[config.mk]
export PLATFORM = sky130hd
export DESIGN_NAME = tun_fifo
export DESIGN_NICKNAME = d
export VERILOG_FILES = /design/src/hw/rtl/triangle_unit_normal_unit_assert.svh /design/src/hw/rtl/tun_fifo.sv
export SDC_FILE = /design/constraint.sdc
export NUM_CORES = 1
export LEC_CHECK = 0
export BUFFER_PORTS_ARGS = -buffer_cell sky130_fd_sc_hd__buf_4
export CORE_ASPECT_RATIO = 0.9
export CORE_MARGIN = 2
export CORE_UTILIZATION = 43
export CTS_CLUSTER_SIZE = 30
export DETAILED_ROUTE_END_ITERATION = 7
export PLACE_DENSITY = 0.74
export SYNTH_ARGS = -nofsm -noshare
export SYNTH_HDL_FRONTEND = slang
export SYNTH_SLANG_ARGS = --single-unit
[constraint.sdc]
create_clock -name clk_i -period 1.6 [get_ports clk_i]
set_clock_uncertainty 0.05 [all_clocks]
set_input_delay 0.16 -clock clk_i [delete_from_list [all_inputs] [get_ports clk_i]]
set_output_delay 0.16 -clock clk_i [all_outputs]
set_load 0.01 [all_outputs]
[src/hw/rtl/triangle_unit_normal_unit_assert.svh]
// -----------------------------------------------------------------------------
// Triangle unit normal - assertion macros
// Concurrent assertion wrappers clocked on clk_i, used by the top level.
// -----------------------------------------------------------------------------
`ifndef TRIANGLE_UNIT_NORMAL_UNIT_ASSERT_SVH
`define TRIANGLE_UNIT_NORMAL_UNIT_ASSERT_SVH

// checked only outside reset
`define TUN_ASSERT(lbl, prop, msg) \
  lbl: assert property (@(posedge clk_i) disable iff (!rst_ni) prop) else $error(msg);

// checked at every edge, reset included
`define TUN_ASSERT_RST(lbl, prop, msg) \
  lbl: assert property (@(posedge clk_i) prop) else $error(msg);

`endif

[src/hw/rtl/tun_fifo.sv]
// -----------------------------------------------------------------------------
// Triangle unit normal - decoupling queue
// Small flop-based FIFO between the front and back sections.
// -----------------------------------------------------------------------------
`timescale 1ns / 1ps
`default_nettype none

module tun_fifo #(
  parameter int unsigned WIDTH = 8,
  parameter int unsigned DEPTH = 2
) (
  input  logic             clk_i,
  input  logic             rst_ni,
  input  logic             push_i,
  input  logic [WIDTH-1:0] data_i,
  output logic             full_o,
  input  logic             pop_i,
  output logic [WIDTH-1:0] data_o,
  output logic             empty_o
);

  localparam int unsigned PtrW = (DEPTH > 1) ? $clog2(DEPTH) : 1;
  localparam int unsigned CntW = $clog2(DEPTH + 1);

  logic [WIDTH-1:0] mem_q [DEPTH];
  logic [PtrW-1:0]  wr_q, wr_d, rd_q, rd_d;
  logic [CntW-1:0]  cnt_q, cnt_d;
  logic             do_push, do_pop;

  assign full_o  = (cnt_q == CntW'(DEPTH));
  assign empty_o = (cnt_q == '0);
  assign do_push = push_i & ~full_o;
  assign do_pop  = pop_i & ~empty_o;
  assign data_o  = mem_q[rd_q];

  always_comb begin
    wr_d  = wr_q;
    rd_d  = rd_q;
    cnt_d = cnt_q;
    if (do_push) begin
      wr_d = (wr_q == PtrW'(DEPTH - 1)) ? '0 : wr_q + 1'b1;
    end
    if (do_pop) begin
      rd_d = (rd_q == PtrW'(DEPTH - 1)) ? '0 : rd_q + 1'b1;
    end
    if (do_push && !do_pop) begin
      cnt_d = cnt_q + 1'b1;
    end else if (do_pop && !do_push) begin
      cnt_d = cnt_q - 1'b1;
    end
  end

  always_ff @(posedge clk_i or negedge rst_ni) begin
    if (!rst_ni) begin
      wr_q  <= '0;
      rd_q  <= '0;
      cnt_q <= '0;
    end else begin
      wr_q  <= wr_d;
      rd_q  <= rd_d;
      cnt_q <= cnt_d;
    end
  end

  always_ff @(posedge clk_i) begin
    if (do_push) begin
      mem_q[wr_q] <= data_i;
    end
  end

endmodule

`default_nettype wire

==> results of run 1 <==
-- cell usage in the layout, fill, tap and decap left out --
cell type      count
inv_1              2
clkbuf_8           1
mux2_1             6
and3_1             1
xnor2_2            1
xor2_1             2
clkbuf_4           3
mux2_2             2
nand2b_1           1
nand2_2            1
xnor2_1            2
buf_4             26
dfrtp_2            1
o21ai_1            1
dlygate4sd3_1      9
edfxtp_1          16
dfrtp_1            3
ha_1               1
nor2_1             3
-- cell type report --
| class | count | area share |
|---|---|---|
| Multi-Input combinational cell | 21 | 0.1672 |
| Tap cell | 24 | 0.02658 |
| Timing Repair Buffer | 35 | 0.2525 |
| Sequential cell | 20 | 0.5150 |
| Inverter | 2 | 0.006645 |
| Clock buffer | 4 | 0.03212 |
-- power by group through the flow --
stage / registers (mW) / logic, mW / clock network (mW)
2_1_floorplan: 0.793 / 0.411 / 0
3_3_place_gp: 0.849 / 0.618 / 0
3_5_place_dp: 0.858 / 0.634 / 0
4_1_cts: 0.852 / 0.643 / 0.281
5_1_grt: 0.855 / 0.752 / 0.310
6_report: 0.838 / 0.688 / 0.275
-- per-layer routing --
| layer | wire length (um) | up-vias | track usage |
|---|---|---|---|
| li1 | - | 232 | - |
| met1 | 519 | 234 | 0.1496 |
| met2 | 604 | 12 | 0.2219 |
| met3 | 56 | 2 | 0.03716 |
| met4 | 23 | 0 | 0.06857 |
| met5 | 0 | - | 0 |
-- timing repair --
action | in CTS | in global routing
pin swaps | 0 | 1
setup endpoints to repair | 8 | 1
hold buffers | 4 | 5
setup buffers | 0 | 3
resized for setup | 1 | 0
endpoints found under the hold margin | 10 | 10
-- cell usage after synthesis --
library cell	number	area (um^2)
nand2_2	1	6.260
and3_1	1	6.260
xnor2_2	1	16.27
nand2b_1	1	6.260
mux2_2	2	22.52
mux2_1	6	67.56
xor2_1	2	17.52
o21ai_1	1	5.000
xnor2_1	2	17.52
dfrtp_1	4	100.1
buf_2	1	5.000
inv_1	2	7.510
ha_1	1	12.51
edfxtp_1	16	480.5
nor2_1	3	11.26
-- state kept, by name, summed over array words and instances, names as in the netlist --
register / flops
mem_q: 16
cnt_q: 2
wr_q: 1
rd_q: 1
-- cell families (layout without fill, tap and decap cells) --
group                      count (synthesis)  in the layout  share of synthesized area
muxes                                      8              8                     0.1152
adders and majority gates                  1              1                    0.01600
buffers and inverters                      3             41                    0.01600
DFF                                       20             20                     0.7424
AOI/OAI and AO/OA                          1              1                   0.006394
and+or+nand+nor                            6              6                    0.03841
xor gates and xnor gates                   5              5                    0.06561
-- how the worst max path moves through the flow --
stage | to | slack [ns]
after floorplan | mem_q[0][0] | 0.16
after global placement | cnt_q[1] | 0.13
after detailed placement | cnt_q[1] | 0.09
after CTS | cnt_q[1] | 0.06
after global routing | data_o[6] | 0.02
final | data_o[7] | 0.09
==> results_dict.tcl, run 1 <==
set metrics [dict create \
    status "finished, final reports clean" \
    worstRegToRegCells 6 \
    synth_area_per_cell_um2 17.77 \
    path_clk_slew_ns 0.11 \
    numCtsBuffers 3 \
    drive_gt1_frac 0.4268 \
    crit_type "reg2out" \
    cp-startpoint "rd_q" \
    die_w_um 48.95 \
    nFillCells 134 \
    dpl_cell_area_um2 979.7 \
    powerDensity_nw_per_um2 1594 \
    switchingPower_uw 531.3 \
    path_max_fanout 9 \
    fin_cells 106 \
    diodes 0 \
    crit_path_start_kind "register" \
    postRouteAntennaNets 0 \
    final_nets 96 \
    start_util 0.4602 \
    dieArea_um2 2176 \
    core-area_um2 1699 \
    num_vias 480 \
    insertion_delay_ns 0.28 \
    final_area_um2 1130 \
    rsz0062_at_grt "false" \
    wirelength_um 1204 \
    cp-end-kind "output port" \
    synth_warnings 0 \
    crit_required_ns 1.39 \
    area_growth_pct 44.48 \
    fin_crit_ns 1.510 \
    p_int_mw 1.270 \
    r2r_end "cnt_q[1]" \
    yosysUniqueCellTypes 15 \
    dp_hpwl_um 855 \
    drc_errors 0 \
    ys_seq_elements 20 \
    sw_frac_of_total 0.2949 \
    grt.overflow.total 0 \
    seq_area_um2 581.8 \
    slowest_delay_ns 0.51 \
    grt_usage 0.1290 \
    io_buffers 21 \
    worst_slack_ns 0.09041 \
    cp_num_cells 2 \
    slowest_stage "dfrtp_2" \
    die_h_um 44.46 \
    pre_cts_ws_ns 0.08943 \
    setup_viol 0 \
    synth_seq_area_share 0.7424 \
    pwr-share-comb 0.382 \
    wl_per_cell_um 11.36 \
    placedCellCount 90 \
    drt_iter0_drc 0 \
    rows 14 \
    grt_pass1_vias 484 \
    p_leak_nw 0.4735 \
    worst-slew-pin-transition_ns 0.4057 \
    grt_first_pass_wirelength_um 2021 \
    grt_antenna_before_repair 0 \
    h-tree-depth 1 \
    seq_power_share 0.465 \
    ios 22 \
    crit_arrival_ns 1.30 \
    worst_hold_path_type "in2async" \
    p_total_mw 1.801 \
    syn_area_um2 782.0 \
    cts.sinks 20 \
    tns_ns 0 \
    path_buf_inv 1 \
    worstReg2RegStart "cnt_q[0]" \
    drv_cap 0 \
    fmax_mhz 662.4 \
    syn_nets 57 \
    finalWeightedCongestion 0.6652 \
    hold_ws_ns 0.1418 \
    crit_family "flip-flops" \
    fin_crit_sh 0.9435 \
    clock_power_share 0.153 \
    fin_util 0.6649 \
    first_pass_iters 1 \
    vdd_drop_max_mv 1.079 \
    multiInputGateArea_um2 188.9 \
    root_buffer "clkbuf_4" \
    crit_chain "mux2_2 > buf_4" \
    rrSetupSlack_ns 0.15 \
    final_max_slew_viol_count 0 \
    hold_viol 0 \
    tritoncts "done" \
    syn_inst 44 \
    grt_max_degree 12 \
    timing.slew.headroom 0.7295 \
    viasPerCell 4.528 \
    clock_path_buffers 2 \
]
(Power assumes the default switching activity.)
==> run 2, diff against run 1 <==
Settings changed: CORE_UTILIZATION 43 to 48, MAX_ROUTING_LAYER set to met4, PLACE_DENSITY 0.74 to 0.8.
==> run 2 against run 1 <==
Sequential power is 2.5% higher. Core utilization is 10 points higher. Global-route usage up 2.4 points. Critical endpoint unchanged. Largest power group unchanged.
==> results_dict.tcl, run 2 (synthesis gave the netlist of run 1 again) <==
set metrics [dict create \
    grt_first_pass_wirelength_um 1959 \
    path_max_fanout 9 \
    crit_path_start_kind "register" \
    viasPerCell 4.667 \
    busiest_layer "met2" \
    drive_gt1_frac 0.4375 \
    p_leak_nw 0.4760 \
    finalWeightedCongestion 0.7849 \
    wirelength_um 1341 \
    switchingPower_uw 562.2 \
    sw_frac_of_total 0.2888 \
    powerDensity_nw_per_um2 1712 \
    crit_required_ns 1.39 \
    nFillCells 103 \
    numCtsBuffers 3 \
    area_growth_pct 45.44 \
    pwr-share-comb 0.350 \
    mostFrequentLayoutCell "buf_4" \
    grt_antenna_before_repair 0 \
    status "finished, final reports clean" \
    slowest_stage "dfrtp_2" \
    final_max_slew_viol_count 0 \
    setup_viol 0 \
    crit_family "flip-flops" \
    postRouteAntennaNets 0 \
    final_nets 94 \
    fin_crit_ns 1.552 \
    die_h_um 42.29 \
    drv_cap 0 \
    wl_per_cell_um 13.15 \
    r2r_end "cnt_q[1]" \
    h-tree-depth 1 \
    slowest_delay_ns 0.52 \
    diodes 0 \
    largestRegisters "mem_q: 16 flops, cnt_q: 2 flops" \
    met3_usage 0.02586 \
    grt_pass1_vias 477 \
    clock_power_share 0.209 \
    tritoncts "done" \
    crit_chain "mux2_2 > buf_4" \
    worstReg2RegStart "cnt_q[0]" \
    p_int_mw 1.385 \
    holdPathStages 3 \
    path_buf_inv 1 \
    final_cell_mix "buf_4, edfxtp_1, dlygate4sd3_1" \
    worst-slew-pin-transition_ns 0.3958 \
    hold_end "wr_q" \
    min_from "push_i" \
    ios 22 \
    cp-end-kind "output port" \
    largest_register_ff_count 16 \
    grt_util_met2 0.2556 \
    drt_iter0_drc 7 \
    die_w_um 46.55 \
    grt_max_degree 13 \
    path_clk_slew_ns 0.11 \
    rows 13 \
    fin_crit_sh 0.9697 \
    worst_hold_path_type "in2reg" \
    crit_arrival_ns 1.34 \
    drc_errors 0 \
    first_pass_iters 3 \
    regMostFlops "mem_q" \
    dieArea_um2 1968 \
    start_util 0.5283 \
    vdd_drop_max_mv 1.297 \
    final_area_um2 1137 \
    timing.slew.headroom 0.7361 \
    cts.sinks 20 \
    clock_path_buffers 2 \
    pre_cts_ws_ns 0.08643 \
    num_vias 476 \
    hold_viol 0 \
    dp_hpwl_um 817 \
    root_buffer "clkbuf_4" \
    worstRegToRegCells 6 \
    insertion_delay_ns 0.30 \
    use_met1 0.1667 \
    dpl_cell_area_um2 977.2 \
    seq_power_share 0.441 \
    grt.overflow.total 0 \
    tns_ns 0 \
    crit_type "reg2out" \
    worst_slack_ns 0.04843 \
    core-area_um2 1480 \
    grt_usage 0.1534 \
    rrSetupSlack_ns 0.06 \
    fmax_mhz 644.5 \
    io_buffers 21 \
]
[run 2: per-stage QoR]
stage | utilization | std cells | hold WS, ns | power (mW)
4_1_cts | 0.7574 | 101 | 0.08560 | 1.911
6_report | 0.7684 | 102 | 0.09124 | 1.947
5_1_grt | 0.7684 | 102 | 0.08800 | 2.060
2_1_floorplan | - | 44 | -0.1856 | 1.204
3_5_place_dp | 0.6602 | 88 | -0.09011 | 1.486
3_3_place_gp | 0.6602 | 88 | -0.09121 | 1.462
[run 2: worst min-delay path: stages]
cell     delay (ns)
buf_4          0.11
nand2_2        0.08
xnor2_2        0.06
[run 2: worst max-delay path by stage]
stage / slack [ns] / endpoint / cells past startpoint / from
2_1_floorplan: 0.16 / mem_q[0][0] / 3 / cnt_q[0]
3_3_place_gp: 0.14 / cnt_q[1] / 6 / cnt_q[0]
3_5_place_dp: 0.09 / cnt_q[1] / 6 / cnt_q[0]
4_1_cts: 0.06 / data_o[0] / 2 / rd_q
5_1_grt: -0.04 / cnt_q[1] / 6 / cnt_q[0]
6_report: 0.05 / data_o[7] / 2 / rd_q
[run 2: power by group through the flow]
stage	clock, mW	combinational (mW)	sequential (mW)
final	0.407	0.681	0.859
after global routing	0.438	0.746	0.876
after CTS	0.414	0.649	0.847
after detailed placement	0	0.632	0.854
after global placement	0	0.617	0.845
after floorplan	0	0.411	0.793
[run 2: layout make-up]
| cell class | instances | area (um^2) | area share |
|---|---|---|---|
| Inverter | 2 | 7.507 | 0.006601 |
| Timing Repair Buffer | 33 | 270.3 | 0.2376 |
| Clock inverter | 1 | 30.03 | 0.02640 |
| Clock buffer | 3 | 22.52 | 0.01980 |
| Sequential cell | 20 | 583.1 | 0.5127 |
| Tap cell | 22 | 27.53 | 0.02420 |
| Multi-Input combinational cell | 21 | 196.4 | 0.1727 |
[run 2: repair_timing]
item	CTS	global route
setup buffers	0	1
gates resized for setup	1	2
endpoints found under the setup margin	8	1
endpoints found under the hold margin	20	0
gates cloned	0	0
hold buffers	9	0
[run 2: routing by layer]
metal | up-vias | share of wire | routed length, um
li1 | 230 | - | -
met1 | 230 | 0.41 | 549
met2 | 14 | 0.55 | 733
met3 | 2 | 0.032 | 43
met4 | 0 | 0.010 | 14
met5 | - | 0 | 0
