### src/hw/rtl/triangle_unit_normal_unit_assert.svh
// -----------------------------------------------------------------------------
// Triangle unit normal - assertion macros
// Concurrent assertion wrappers clocked on clk_i, used by the top level.
// -----------------------------------------------------------------------------
`ifndef TRIANGLE_UNIT_NORMAL_UNIT_ASSERT_SVH
`define TRIANGLE_UNIT_NORMAL_UNIT_ASSERT_SVH

// checked only outside reset
`define TUN_ASSERT(lbl, prop, msg) \
  lbl: assert property (@(posedge clk_i) disable iff (!rst_ni) prop) else $error(msg);

// checked at every edge, reset included
`define TUN_ASSERT_RST(lbl, prop, msg) \
  lbl: assert property (@(posedge clk_i) prop) else $error(msg);

`endif

### src/hw/rtl/tun_pkg.sv
// -----------------------------------------------------------------------------
// Triangle unit normal - package
// Shared constants, sideband type and a helper function.
// -----------------------------------------------------------------------------
`timescale 1ns / 1ps
`default_nettype none

package tun_pkg;

  localparam int unsigned CoordWidthDef = 24;
  localparam int unsigned NormalFracDef = 14;
  // difference magnitudes are kept below 2^DiffLimitLog before the multiply
  localparam int unsigned DiffLimitLog  = 30;
  // the largest normalised cross magnitude lies in [2^30, 2^31)
  localparam int unsigned MantW         = 31;
  localparam int unsigned SumW          = 64;
  localparam int unsigned RootW         = 32;
  localparam int unsigned QueueDepth    = 2;

  typedef struct packed {
    logic       degen;
    logic [2:0] neg;    // output component gets negated
  } side_t;

  // leading zeros of a byte; an all-zero byte gives 7 (never selected)
  function automatic logic [2:0] lead_zeros8(input logic [7:0] v);
    logic [2:0] n;
    n = 3'd7;
    for (int b = 0; b < 8; b++) begin
      if (v[b]) n = 3'(7 - b);
    end
    return n;
  endfunction

endpackage

`default_nettype wire

### src/hw/rtl/tun_front.sv
// -----------------------------------------------------------------------------
// Triangle unit normal - front section
// Forms the edge vectors of a triangle, pre-scales wide differences and registers them.
// -----------------------------------------------------------------------------
`timescale 1ns / 1ps
`default_nettype none

module tun_front #(
  parameter int unsigned COORD_WIDTH = tun_pkg::CoordWidthDef,
  localparam int unsigned DiffW =
    ((COORD_WIDTH > tun_pkg::DiffLimitLog) ? tun_pkg::DiffLimitLog : COORD_WIDTH) + 1
) (
  input  logic                        clk_i,
  input  logic                        rst_ni,
  input  logic                        in_valid_i,
  output logic                        in_ready_o,
  input  logic [8:0][COORD_WIDTH-1:0] coord_i,
  output logic                        out_valid_o,
  input  logic                        out_ready_i,
  output logic [5:0][DiffW-1:0]       diff_o
);

  import tun_pkg::*;

  localparam int unsigned MagBits = DiffW - 1;
  localparam int unsigned KMax    =
    (COORD_WIDTH > DiffLimitLog) ? COORD_WIDTH - DiffLimitLog : 0;
  localparam int unsigned KW      = $clog2(KMax + 2);

  logic signed [COORD_WIDTH:0]   diff [6];
  logic [COORD_WIDTH-1:0]        mag  [6];
  logic [COORD_WIDTH-1:0]        mag_or;
  logic [KW-1:0]                 k;
  logic [DiffW-1:0]              tmp;
  logic [5:0][DiffW-1:0]         diff_d, diff_q;
  logic                          valid_q;

  assign in_ready_o  = ~valid_q | out_ready_i;
  assign out_valid_o = valid_q;
  assign diff_o      = diff_q;

  always_comb begin
    // edge vectors: b - c, then a - b
    for (int i = 0; i < 3; i++) begin
      diff[i]   = $signed({coord_i[3+i][COORD_WIDTH-1], coord_i[3+i]})
                - $signed({coord_i[6+i][COORD_WIDTH-1], coord_i[6+i]});
      diff[3+i] = $signed({coord_i[i][COORD_WIDTH-1], coord_i[i]})
                - $signed({coord_i[3+i][COORD_WIDTH-1], coord_i[3+i]});
    end
    mag_or = '0;
    for (int i = 0; i < 6; i++) begin
      mag[i] = diff[i][COORD_WIDTH] ? COORD_WIDTH'(-diff[i]) : COORD_WIDTH'(diff[i]);
      mag_or = mag_or | mag[i];
    end
    // common right shift so that every magnitude stays below 2^30
    k = '0;
    for (int b = DiffLimitLog; b < COORD_WIDTH; b++) begin
      if (mag_or[b]) k = KW'(b - DiffLimitLog + 1);
    end
    for (int i = 0; i < 6; i++) begin
      tmp       = {1'b0, MagBits'(mag[i] >> k)};
      diff_d[i] = diff[i][COORD_WIDTH] ? -tmp : tmp;
    end
  end

  always_ff @(posedge clk_i or negedge rst_ni) begin
    if (!rst_ni) begin
      valid_q <= 1'b0;
    end else if (in_ready_o) begin
      valid_q <= in_valid_i;
    end
  end

  always_ff @(posedge clk_i) begin
    if (in_ready_o && in_valid_i) begin
      diff_q <= diff_d;
    end
  end

endmodule

`default_nettype wire

### config.mk
export PLATFORM = sky130hd
export DESIGN_NAME = tun_front
export DESIGN_NICKNAME = d
export VERILOG_FILES = /design/src/hw/rtl/triangle_unit_normal_unit_assert.svh /design/src/hw/rtl/tun_pkg.sv /design/src/hw/rtl/tun_front.sv
export SDC_FILE = /design/constraint.sdc
export NUM_CORES = 1
export LEC_CHECK = 0
export BUFFER_PORTS_ARGS = -buffer_cell sky130_fd_sc_hd__buf_4
export CELL_PAD_IN_SITES_DETAIL_PLACEMENT = 1
export CELL_PAD_IN_SITES_GLOBAL_PLACEMENT = 2
export CORE_UTILIZATION = 35
export CTS_CLUSTER_SIZE = 12
export DETAILED_ROUTE_END_ITERATION = 12
export PLACE_DENSITY = 0.9
export SYNTH_ARGS = -nofsm -noshare
export SYNTH_HDL_FRONTEND = slang
export SYNTH_SLANG_ARGS = --single-unit
### constraint.sdc
create_clock -name clk_i -period 5.44 [get_ports clk_i]
set_clock_uncertainty 0.15 [all_clocks]
set_input_delay 0.272 -clock clk_i [delete_from_list [all_inputs] [get_ports clk_i]]
set_output_delay 0.272 -clock clk_i [all_outputs]
set_load 0.05 [all_outputs]
==> impl_metrics.ini, run 1 <==
[outcome]
status = complete, no violations

[route]
drc = 0
routed_wl_um = 83200
wl_per_cell_um = 20.4
vias = 23600
antenna_left = 0
vias_per_cell = 5.77
dr.pass1.iters = 5
drt-initial-drc-count = 1057

[setup_path]
crit_family = simple AND/OR/NAND/NOR gates
r2r_start = out_valid_o
crit_top_cell = inv_1
crit_slowest_cell = fa_1
r2r_end = diff_o[41]
worstRegToRegCells = 3
critPathLaunchType = primary input
path_cells = buf_4 -> inv_1 -> ha_1 -> inv_1 -> fa_1 -> inv_1 -> ha_1 -> nor2b_1 -> nand4_1 -> a22o_1 -> a211oi_2 -> and3_1 -> nand4_2 -> nor3_2 -> mux2_2 -> o31ai_1 -> and2_1 -> mux2_2 -> nor3_1
crit_buf_inv = 4
max_stage_delay_ns = 0.48
worstPathArrival_ns = 5.12
worst_ep_required_time_ns = 5.60
crit_path_end_kind = flip-flop
worstSetupPathType = primary input to flip-flop
r2r_setup_slack_ns = 2.89
cp_max_fo = 8

[synth]
synth_edf_count = 150
yosysTopAreaCell = edfxtp_1
yosysMostFrequentCell = xnor2_1
yosys_warnings = 0
avgSynthCellArea_sq_um = 7.93
syn_area_sq_um = 22800
synth_top_area_share_pct = 19.8
synth.distinct_cells = 119
syn_nets = 3254
async_flop_share_pct = 0.662
synth_area_leaders = edfxtp_1, xnor2_1, ha_1
ys_ff_latch = 151
seq_area_frac_synth_pct = 19.9
synth_ff_type = edfxtp_1
post_synth_inst_count = 2872
ys_top_cells_by_count = xnor2_1, nor2_1, nand2_1

[floorplanning]
num_io_pins = 372
fp.dieH_um = 257
initial_utilization_pct = 35.4
coreArea_sq_um = 64300
num_rows = 93
die_w_um = 257
dieArea_sq_um = 66100

[grt]
antenna_found_initial = 14
grt_first_pass_wirelength_um = 131000
grt_usage_pct = 24.6
grt_max_degree = 65
grt_pass1_vias = 24400
grt_overflow = 0

[power]
leakagePower_nw = 11.0
p_per_area_nw_per_um2 = 262
vdd_drop_max_mv = 0.253

[timing]
rsz0062_at_grt = false
fin_tns_setup_ns = 0
setup_viol = 0
finalHoldViolCount = 0
min_period_ns = 4.95
slew_headroom_pct = 25.5
fin_crit_sh_pct = 91.0
max_freq_ghz = 0.202
worst_pin_slew_ns = 1.11
slew_violations = 0

[finish]
drive_above_1_share_pct = 17.8
multi_input_area_sq_um = 17100
fillers = 7865
final_nets = 3587
final_area_sq_um = 27200
ff_latch_area_sq_um = 4530
synthToLayoutAreaGrowth_pct = 19.4
instances_no_fill = 4082

[cts]
post_cts_buffers = 0
cts_buffers = 17
path_clk_slew_ns = 0.08
cts.sinks = 151
clockBufferDepth = 2
clock_latency_ns = 0.49
cts.htree.levels = 4
cts_tree = done
cts-root-buf = clkbuf_16

[worst_hold_path]
hp-class = primary input to flip-flop
hold_path_depth = 3
min_from = coord_i[96]
hold_end = diff_o[100]

[placement]
post-place-cells = 4037
portBuffers = 371
gp_congestion = 0.939
dp_hpwl_um = 68400
dpl_cell_area_sq_um = 26500

[run]
drv_cap = 0
-- layout make-up --
type                            count  share of cell area, %
Timing Repair Buffer              416                   11.5
Inverter                          197                   2.72
Clock buffer                       18                   1.58
Multi-Input combinational cell   2422                   62.8
Antenna cell                        9                 0.0828
Sequential cell                   151                   16.7
Tap cell                          855                   3.93
Clock inverter                     14                  0.695
-- tightest hold or removal path: stages --
cell	delay (ns)
buf_4	0.09
ha_1	0.23
inv_1	0.06
-- routing by layer --
metal | track usage [%] | up-vias | part of all wire (%)
met4 | 9.61 | 10 | 3.0
li1 | - | 11400 | -
met2 | 41.4 | 474 | 48
met1 | 31.5 | 11500 | 46
met5 | 0 | - | 0.088
met3 | 3.35 | 130 | 3.3
-- cell families after synthesis --
group	count (synthesis)	synth area share, %
DFF	151	19.9
muxes	32	1.47
buffers and inverters	299	5.17
xor gates and xnor gates	343	13.4
AOI/OAI and AO/OA	899	28.2
adders and majority gates	162	9.10
and+or+nand+nor	986	22.8
-- state kept, by name, summed over array words and instances, names as in the netlist --
name / cells
diff_o: 150
out_valid_o: 1
-- worst max-delay path by stage --
stage	slack, ns	start	depth (start not counted)	to
detailed placement	0.13	coord_i[72]	21	diff_o[22]
CTS	0.64	coord_i[72]	21	diff_o[22]
finish	0.49	coord_i[72]	19	diff_o[22]
floorplan	0.004	coord_i[72]	23	diff_o[22]
global placement	0.34	coord_i[72]	21	diff_o[22]
global route	0.14	coord_i[96]	15	diff_o[47]
-- per-stage QoR --
step                util (%)  total power [mW]  hold WS (ns)  setup slack [ns]
floorplan                  -              4.59        -0.174           0.00363
global placement        41.2              5.64        -0.103             0.338
detailed placement      41.2              5.75        -0.102             0.128
CTS                     42.2              7.16         0.132             0.636
global route            42.3              7.53         0.178             0.142
finish                  42.3              7.14         0.156             0.488
-- cells in the final DEF (no fill, tap or decap), drive strengths merged, types with 80 or more instances in the layout --
| cell type | Yosys | routed |
|---|---|---|
| a21oi | 209 | 209 |
| o21ai | 157 | 157 |
| edfxtp | 150 | 150 |
| nand2 | 216 | 216 |
| buf | 37 | 412 |
| nor3 | 97 | 97 |
| xnor2 | 239 | 239 |
| ha | 156 | 156 |
| inv | 197 | 204 |
| nor2 | 217 | 217 |
| xor2 | 103 | 103 |
| nand3 | 80 | 80 |
-- power by group --
group	leakage [nW]	switching (mW)	internal [mW]
logic	9.25	2.71	1.45
registers	1.44	0.0600	1.55
clock network	0.296	0.629	0.736
total	11.0	3.40	3.74
-- repair_timing --
action	in CTS	in global routing
hold buffers	4	0
endpoints found under the hold margin	2	0
resized for setup	0	0
(Power assumes the default switching activity.)
==> run 2: changes to the inputs <==
--- a/config.mk
+++ b/config.mk
@@ -9,6 +9,7 @@
 export CELL_PAD_IN_SITES_DETAIL_PLACEMENT = 1
 export CELL_PAD_IN_SITES_GLOBAL_PLACEMENT = 2
 export CORE_UTILIZATION = 35
+export CTS_BUF_LIST = sky130_fd_sc_hd__clkbuf_16
 export CTS_CLUSTER_SIZE = 12
 export DETAILED_ROUTE_END_ITERATION = 12
 export PLACE_DENSITY = 0.9
==> run 2 against run 1 <==
- critical path depth did not move
- final cell count did not move
- maximum frequency barely moved
- worst setup slack improved by 0.0033 ns
- die area did not move
- worst hold slack barely moved
- combinational power barely moved
- largest cell class unchanged
==> impl_metrics.ini, run 2 (synthesis results as in run 1) <==
[finish]
fin_util_pct = 42.3
synthToLayoutAreaGrowth_pct = 19.4
drive_above_1_share_pct = 17.8
fillers = 7865
final_nets = 3587
largest_register_ffs = 150
instances_no_fill = 4082
layout_common_cells = buf_4, xnor2_1, nor2_1
layout_commonest_cell = buf_4

[timing]
hold_slack_ns = 0.156
rsz0062_at_grt = false
slew_violations = 0
slew_headroom_pct = 25.5
max_freq_ghz = 0.202
min_period_ns = 4.95
finalHoldViolCount = 0
worst_pin_slew_ns = 1.11
fin_tns_setup_ns = 0
setup_viol = 0
fin_crit_sh_pct = 91.0

[setup_path]
crit_slowest_cell = fa_1
cp_max_fo = 8
worstSetupPathType = primary input to flip-flop
path_cells = buf_4 -> inv_1 -> ha_1 -> inv_1 -> fa_1 -> inv_1 -> ha_1 -> nor2b_1 -> nand4_1 -> a22o_1 -> a211oi_2 -> and3_1 -> nand4_2 -> nor3_2 -> mux2_2 -> o31ai_1 -> and2_1 -> mux2_2 -> nor3_1
r2r_start = out_valid_o
max_stage_delay_ns = 0.48
endpoint = diff_o[22]
r2r_end = diff_o[41]
r2r_setup_slack_ns = 2.89
critPathLaunchType = primary input
worstPathArrival_ns = 5.11
cp-startpoint = coord_i[72]
crit_top_cell = inv_1
worstRegToRegCells = 3
crit_path_end_kind = flip-flop
worst_ep_required_time_ns = 5.61

[route]
antenna_left = 0
vias_per_cell = 5.77
drt-initial-drc-count = 1058
wl_per_cell_um = 20.4
top_layer = met5
wl_met3_um = 2760
vias = 23600
routed_wl_um = 83200
drc = 0
dr_wl_met2_um = 39600
wl_met1_um = 38200
dr.pass1.iters = 5

[grt]
grt_max_degree = 65
grt_usage_pct = 24.6
grt_pass1_vias = 24400
grt_first_pass_wirelength_um = 131000
grt_overflow = 0
antenna_found_initial = 14

[cts]
cts.sinks = 151
clock_latency_ns = 0.49
clockBufferDepth = 2
cts_buffers = 17
cts-root-buf = clkbuf_16
path_clk_slew_ns = 0.08
post_cts_buffers = 0
cts_tree = done
cts.htree.levels = 4

[placement]
gp_congestion = 0.939
portBuffers = 371
dp_hpwl_um = 68400
post-place-cells = 4037

[worst_hold_path]
hp-class = primary input to flip-flop

[floorplanning]
coreArea_sq_um = 64300
num_rows = 93
num_io_pins = 372
fp.dieH_um = 257
die_w_um = 257
dieArea_sq_um = 66100
initial_utilization_pct = 35.4

[run]
drv_cap = 0

[power]
vdd_drop_max_mv = 0.253
leakagePower_nw = 11.0
finalPower_mw = 7.13
p_per_area_nw_per_um2 = 262

[outcome]
status = complete, no violations
-- run 2: cell types whose count changed in the layout (fill, tap and decap cells not counted) --
cell      previous run  this run
inv_1              197       198
clkbuf_1             1         0
-- run 2: timing repair --
item | 4_1_cts | 5_1_grt
hold buffers | 4 | 0
gates resized for setup | 0 | 0
endpoints found under the hold margin | 2 | 0
-- run 2: worst min-delay path by stage --
stage	start	to	depth (start not counted)
floorplan	rst_ni	out_valid_o	0
global placement	rst_ni	out_valid_o	1
detailed placement	rst_ni	out_valid_o	1
CTS	coord_i[96]	diff_o[100]	3
global route	coord_i[120]	diff_o[125]	3
finish	coord_i[96]	diff_o[100]	3
-- run 2: cell type report --
type | count | area (sq um) | share of cell area [%]
timing repair buffer | 416 | 3130 | 11.5
inverter | 197 | 739 | 2.72
multi-input combinational | 2422 | 17100 | 62.8
sequential | 151 | 4530 | 16.7
tap | 855 | 1070 | 3.93
clock buffer | 17 | 425 | 1.56
clock inverter | 15 | 193 | 0.709
antenna | 9 | 22.5 | 0.0828
-- run 2: metrics by stage --
| stage | area, sq um | setup WS [ns] |
|---|---|---|
| after detailed placement | 26500 | 0.128 |
| after floorplan | 22800 | 0.00363 |
| final | 27200 | 0.491 |
| after global placement | 26500 | 0.338 |
| after global routing | 27200 | 0.142 |
| after CTS | 27200 | 0.636 |
-- run 2: where the power goes --
group          total (mW)  switching, mW  internal, mW
Clock                1.36          0.629         0.734
Sequential           1.61         0.0601          1.55
Combinational        4.16           2.71          1.45
Total                7.13           3.40          3.73
-- run 2: metal layers --
metal  vias up  GRT usage [%]
met1     11500           31.5
met3       130           3.35
met5         -              0
li1      11400              -
met4        10           9.61
met2       474           41.4
-- run 2: critical path, delay by kind of cell --
| family | cells | cell delay (ns) |
|---|---|---|
| AO/OA/AOI/OAI | 3 | 1.00 |
| adder cells (fa/ha/maj) | 3 | 0.97 |
| buffers and inverters | 4 | 0.38 |
| multiplexers | 2 | 0.71 |
| AND/OR/NAND/NOR | 7 | 1.78 |
==> run 3: changes to the inputs <==
--- a/config.mk
+++ b/config.mk
@@ -5,14 +5,15 @@
 export SDC_FILE = /design/constraint.sdc
 export NUM_CORES = 1
 export LEC_CHECK = 0
+export ABC_AREA = 1
 export BUFFER_PORTS_ARGS = -buffer_cell sky130_fd_sc_hd__buf_4
 export CELL_PAD_IN_SITES_DETAIL_PLACEMENT = 1
 export CELL_PAD_IN_SITES_GLOBAL_PLACEMENT = 2
-export CORE_UTILIZATION = 35
+export CORE_UTILIZATION = 31
 export CTS_BUF_LIST = sky130_fd_sc_hd__clkbuf_16
 export CTS_CLUSTER_SIZE = 12
 export DETAILED_ROUTE_END_ITERATION = 12
-export PLACE_DENSITY = 0.9
+export PLACE_DENSITY = 0.86
 export SYNTH_ARGS = -nofsm -noshare
 export SYNTH_HDL_FRONTEND = slang
 export SYNTH_SLANG_ARGS = --single-unit
==> run 3 against run 2 <==
- wire length rose by 5.4%
- combinational power rose by 17%
- worst setup slack improved by 1.1 ns
- utilization fell by 5.2 points
- final cell count rose by 37%
- sequential share of layout area fell by 0.89 points
- clock power barely moved
- largest power group unchanged
- sequential power rose by 7%
- critical endpoint is now diff_o[69]
- non-clock buffer count fell by 38
- via count rose by 12%
- count of clock-buffer cells in the layout did not move
==> impl_metrics.ini, run 3 <==
[setup_path]
cp-startpoint = coord_i[120]
worstRegToRegCells = 2
r2r_setup_slack_ns = 3.64
cp_max_fo = 47
r2r_end = diff_o[75]
worst_ep_required_time_ns = 5.54
crit_path_end_kind = flip-flop
r2r_start = out_valid_o
endpoint = diff_o[69]
critPathLaunchType = primary input
worstSetupPathType = primary input to flip-flop
worstPathArrival_ns = 3.94

[finish]
largest_register_ffs = 150
layout_common_cells = nand2_1, inv_1, nand3_1
layout_commonest_cell = nand2_1
drive_above_1_share_pct = 15.1
final_nets = 4914
synthToLayoutAreaGrowth_pct = 18.3

[synth]
yosysTopAreaCell = nand2_1
synth_top_area_share_pct = 24.3
syn_nets = 4556
async_flop_share_pct = 0.662
synth_compound_area_share_pct = 6.46
post_synth_inst_count = 4174
ys_ff_latch = 151
synthXorXnorAreaFrac_pct = 5.96
yosys.area_share.adder_pct = 8.53
synth_top_family_by_area = simple AND/OR/NAND/NOR gates
ys_top_cells_by_count = nand2_1, inv_1, nand3_1
syn_area_sq_um = 24300
muxShareOfSynthArea_pct = 0
avgSynthCellArea_sq_um = 5.82
synth_edf_count = 150
synth_ff_type = edfxtp_1
seq_area_frac_synth_pct = 18.6
yosys.area_share.simple_pct = 47.3
yosys_warnings = 0
synth_area_leaders = nand2_1, edfxtp_1, inv_1
synth.distinct_cells = 52
yosysMostFrequentCell = nand2_1

[grt]
grt_usage_pct = 21.9
grt_first_pass_wirelength_um = 138000
grt_pass1_vias = 26900
grt_max_degree = 102
grt_overflow = 0
antenna_found_initial = 5

[outcome]
status = complete, no violations

[timing]
finalHoldViolCount = 0
rsz0062_at_grt = false
fin_crit_sh_pct = 70.6
setup_viol = 0
slew_headroom_pct = 43.8
max_freq_ghz = 0.260
hold_slack_ns = 0.144
min_period_ns = 3.84
worst_pin_slew_ns = 0.840
slew_violations = 0
fin_tns_setup_ns = 0

[route]
vias_per_cell = 4.72
antenna_left = 0
routed_wl_um = 87600
dr.pass1.iters = 5
drt-initial-drc-count = 1016
wl_per_cell_um = 15.7
drc = 0
vias = 26400

[floorplanning]
dieArea_sq_um = 79500
coreArea_sq_um = 77500
initial_utilization_pct = 31.4
fp.dieH_um = 282
num_rows = 102
num_io_pins = 372
die_w_um = 282

[power]
p_per_area_nw_per_um2 = 277
finalPower_mw = 7.94
seqPwrFrac_pct = 21.7
vdd_drop_max_mv = 0.207
internal_power_mw = 3.83
p_clk_share_pct = 16.9
swShare_pct = 51.8
leakagePower_nw = 15.8
switching_power_mw = 4.11
pwr-share-comb_pct = 61.4

[cts]
cts.htree.levels = 4
clock_latency_ns = 0.50
cts-root-buf = clkbuf_16
clockBufferDepth = 2
path_clk_slew_ns = 0.08
cts_tree = done
cts_buffers = 17
cts.sinks = 151

[worst_hold_path]
hp-class = primary input to flip-flop
hold_path_depth = 3

[placement]
dp_hpwl_um = 75200
gp_congestion = 0.878
portBuffers = 371

[run]
drv_cap = 0
[run 3: changes by cell type after synthesis, moves of 50 or more]
cell and change:
nor2_2 +50, nand3_1 +309, xnor2_1 -180, inv_1 +523, a21o_1 -74, clkbuf_1 -60
nor2_1 +90, nand2_2 +104, o21ai_0 -64, a21oi_1 -76, nand2_1 +1354
[run 3: logic make-up (layout without fill, tap and decap cells)]
family	count (synthesis)	after routing
other	0	1
adder cells (fa/ha/maj)	162	162
AO/OA/AOI/OAI	279	279
flip-flops	151	151
buffers and inverters	800	1171
XOR/XNOR	155	155
AND/OR/NAND/NOR	2627	2627
[run 3: how the worst min path moves through the flow]
stage                 startpoint     endpoint  slack, ns
floorplan                 rst_ni  out_valid_o      -0.17
global placement          rst_ni  out_valid_o      -0.10
detailed placement        rst_ni  out_valid_o      -0.10
CTS                  coord_i[96]  diff_o[100]       0.10
global route        coord_i[120]  diff_o[125]       0.17
finish               coord_i[96]  diff_o[100]       0.14
[run 3: metal layers]
metal  global-route usage (%)  share of wire (%)  routed length [um]
met2                     39.9                 49               43300
met1                     26.7                 45               39700
met3                     3.44                3.4                3010
met5                        0              0.048                  42
met4                     5.17                1.7                1510
[run 3: power groups by stage]
stage,Clock [mW],Sequential (mW),Combinational [mW]
global placement,0,1.75,4.84
floorplan,0,2.46,2.91
CTS,1.39,1.73,4.94
detailed placement,0,1.75,4.91
finish,1.34,1.72,4.88
global route,1.42,1.74,5.44
[run 3: layout make-up]
| class | count | area (sq um) |
|---|---|---|
| Inverter | 761 | 2860 |
| Multi-Input combinational cell | 3223 | 16600 |
| Fill cell | 10600 | 48700 |
| Sequential cell | 151 | 4530 |
| Timing Repair Buffer | 378 | 2860 |
| Clock buffer | 17 | 425 |
| Tap cell | 1040 | 1300 |
| Clock inverter | 15 | 168 |
| Antenna cell | 1 | 2.50 |
[run 3: worst max-delay path, cell delays in order]
cell and delay [ns]:
buf_4 0.09, inv_1 0.04, ha_1 0.25, fa_1 0.43, inv_1 0.10, nand3_1 0.11, nand2_1 0.16, nand2_1 0.10
nand2_2 0.10, nand3_2 0.07, nand4_1 0.20, nand2_4 0.18, inv_2 0.64, o21ai_1 0.15, nand2_1 0.15, nand2_2 0.09
nor2_4 0.14, nand2_2 0.08, nor2_4 0.10, nand2_2 0.09, nand2_2 0.12, nand2_1 0.09, xor2_1 0.13, inv_1 0.06
[run 3: metrics by stage]
step | setup WS (ns) | cells | cell area [sq um] | util (%)
after global placement | 1.17 | 5549 | 28100 | 36.3
after global routing | 1.24 | 5585 | 28700 | 37.1
final | 1.60 | 5586 | 28700 | 37.1
after CTS | 1.61 | 5585 | 28700 | 37.1
after floorplan | 0.0806 | 4174 | 24300 | -
after detailed placement | 1.08 | 5549 | 28100 | 36.3
[run 3: what timing repair did]
action | CTS | global route
hold buffers | 4 | 0
gates resized for setup | 0 | 0
setup buffers | 0 | 0
hold endpoints to repair | 2 | 0
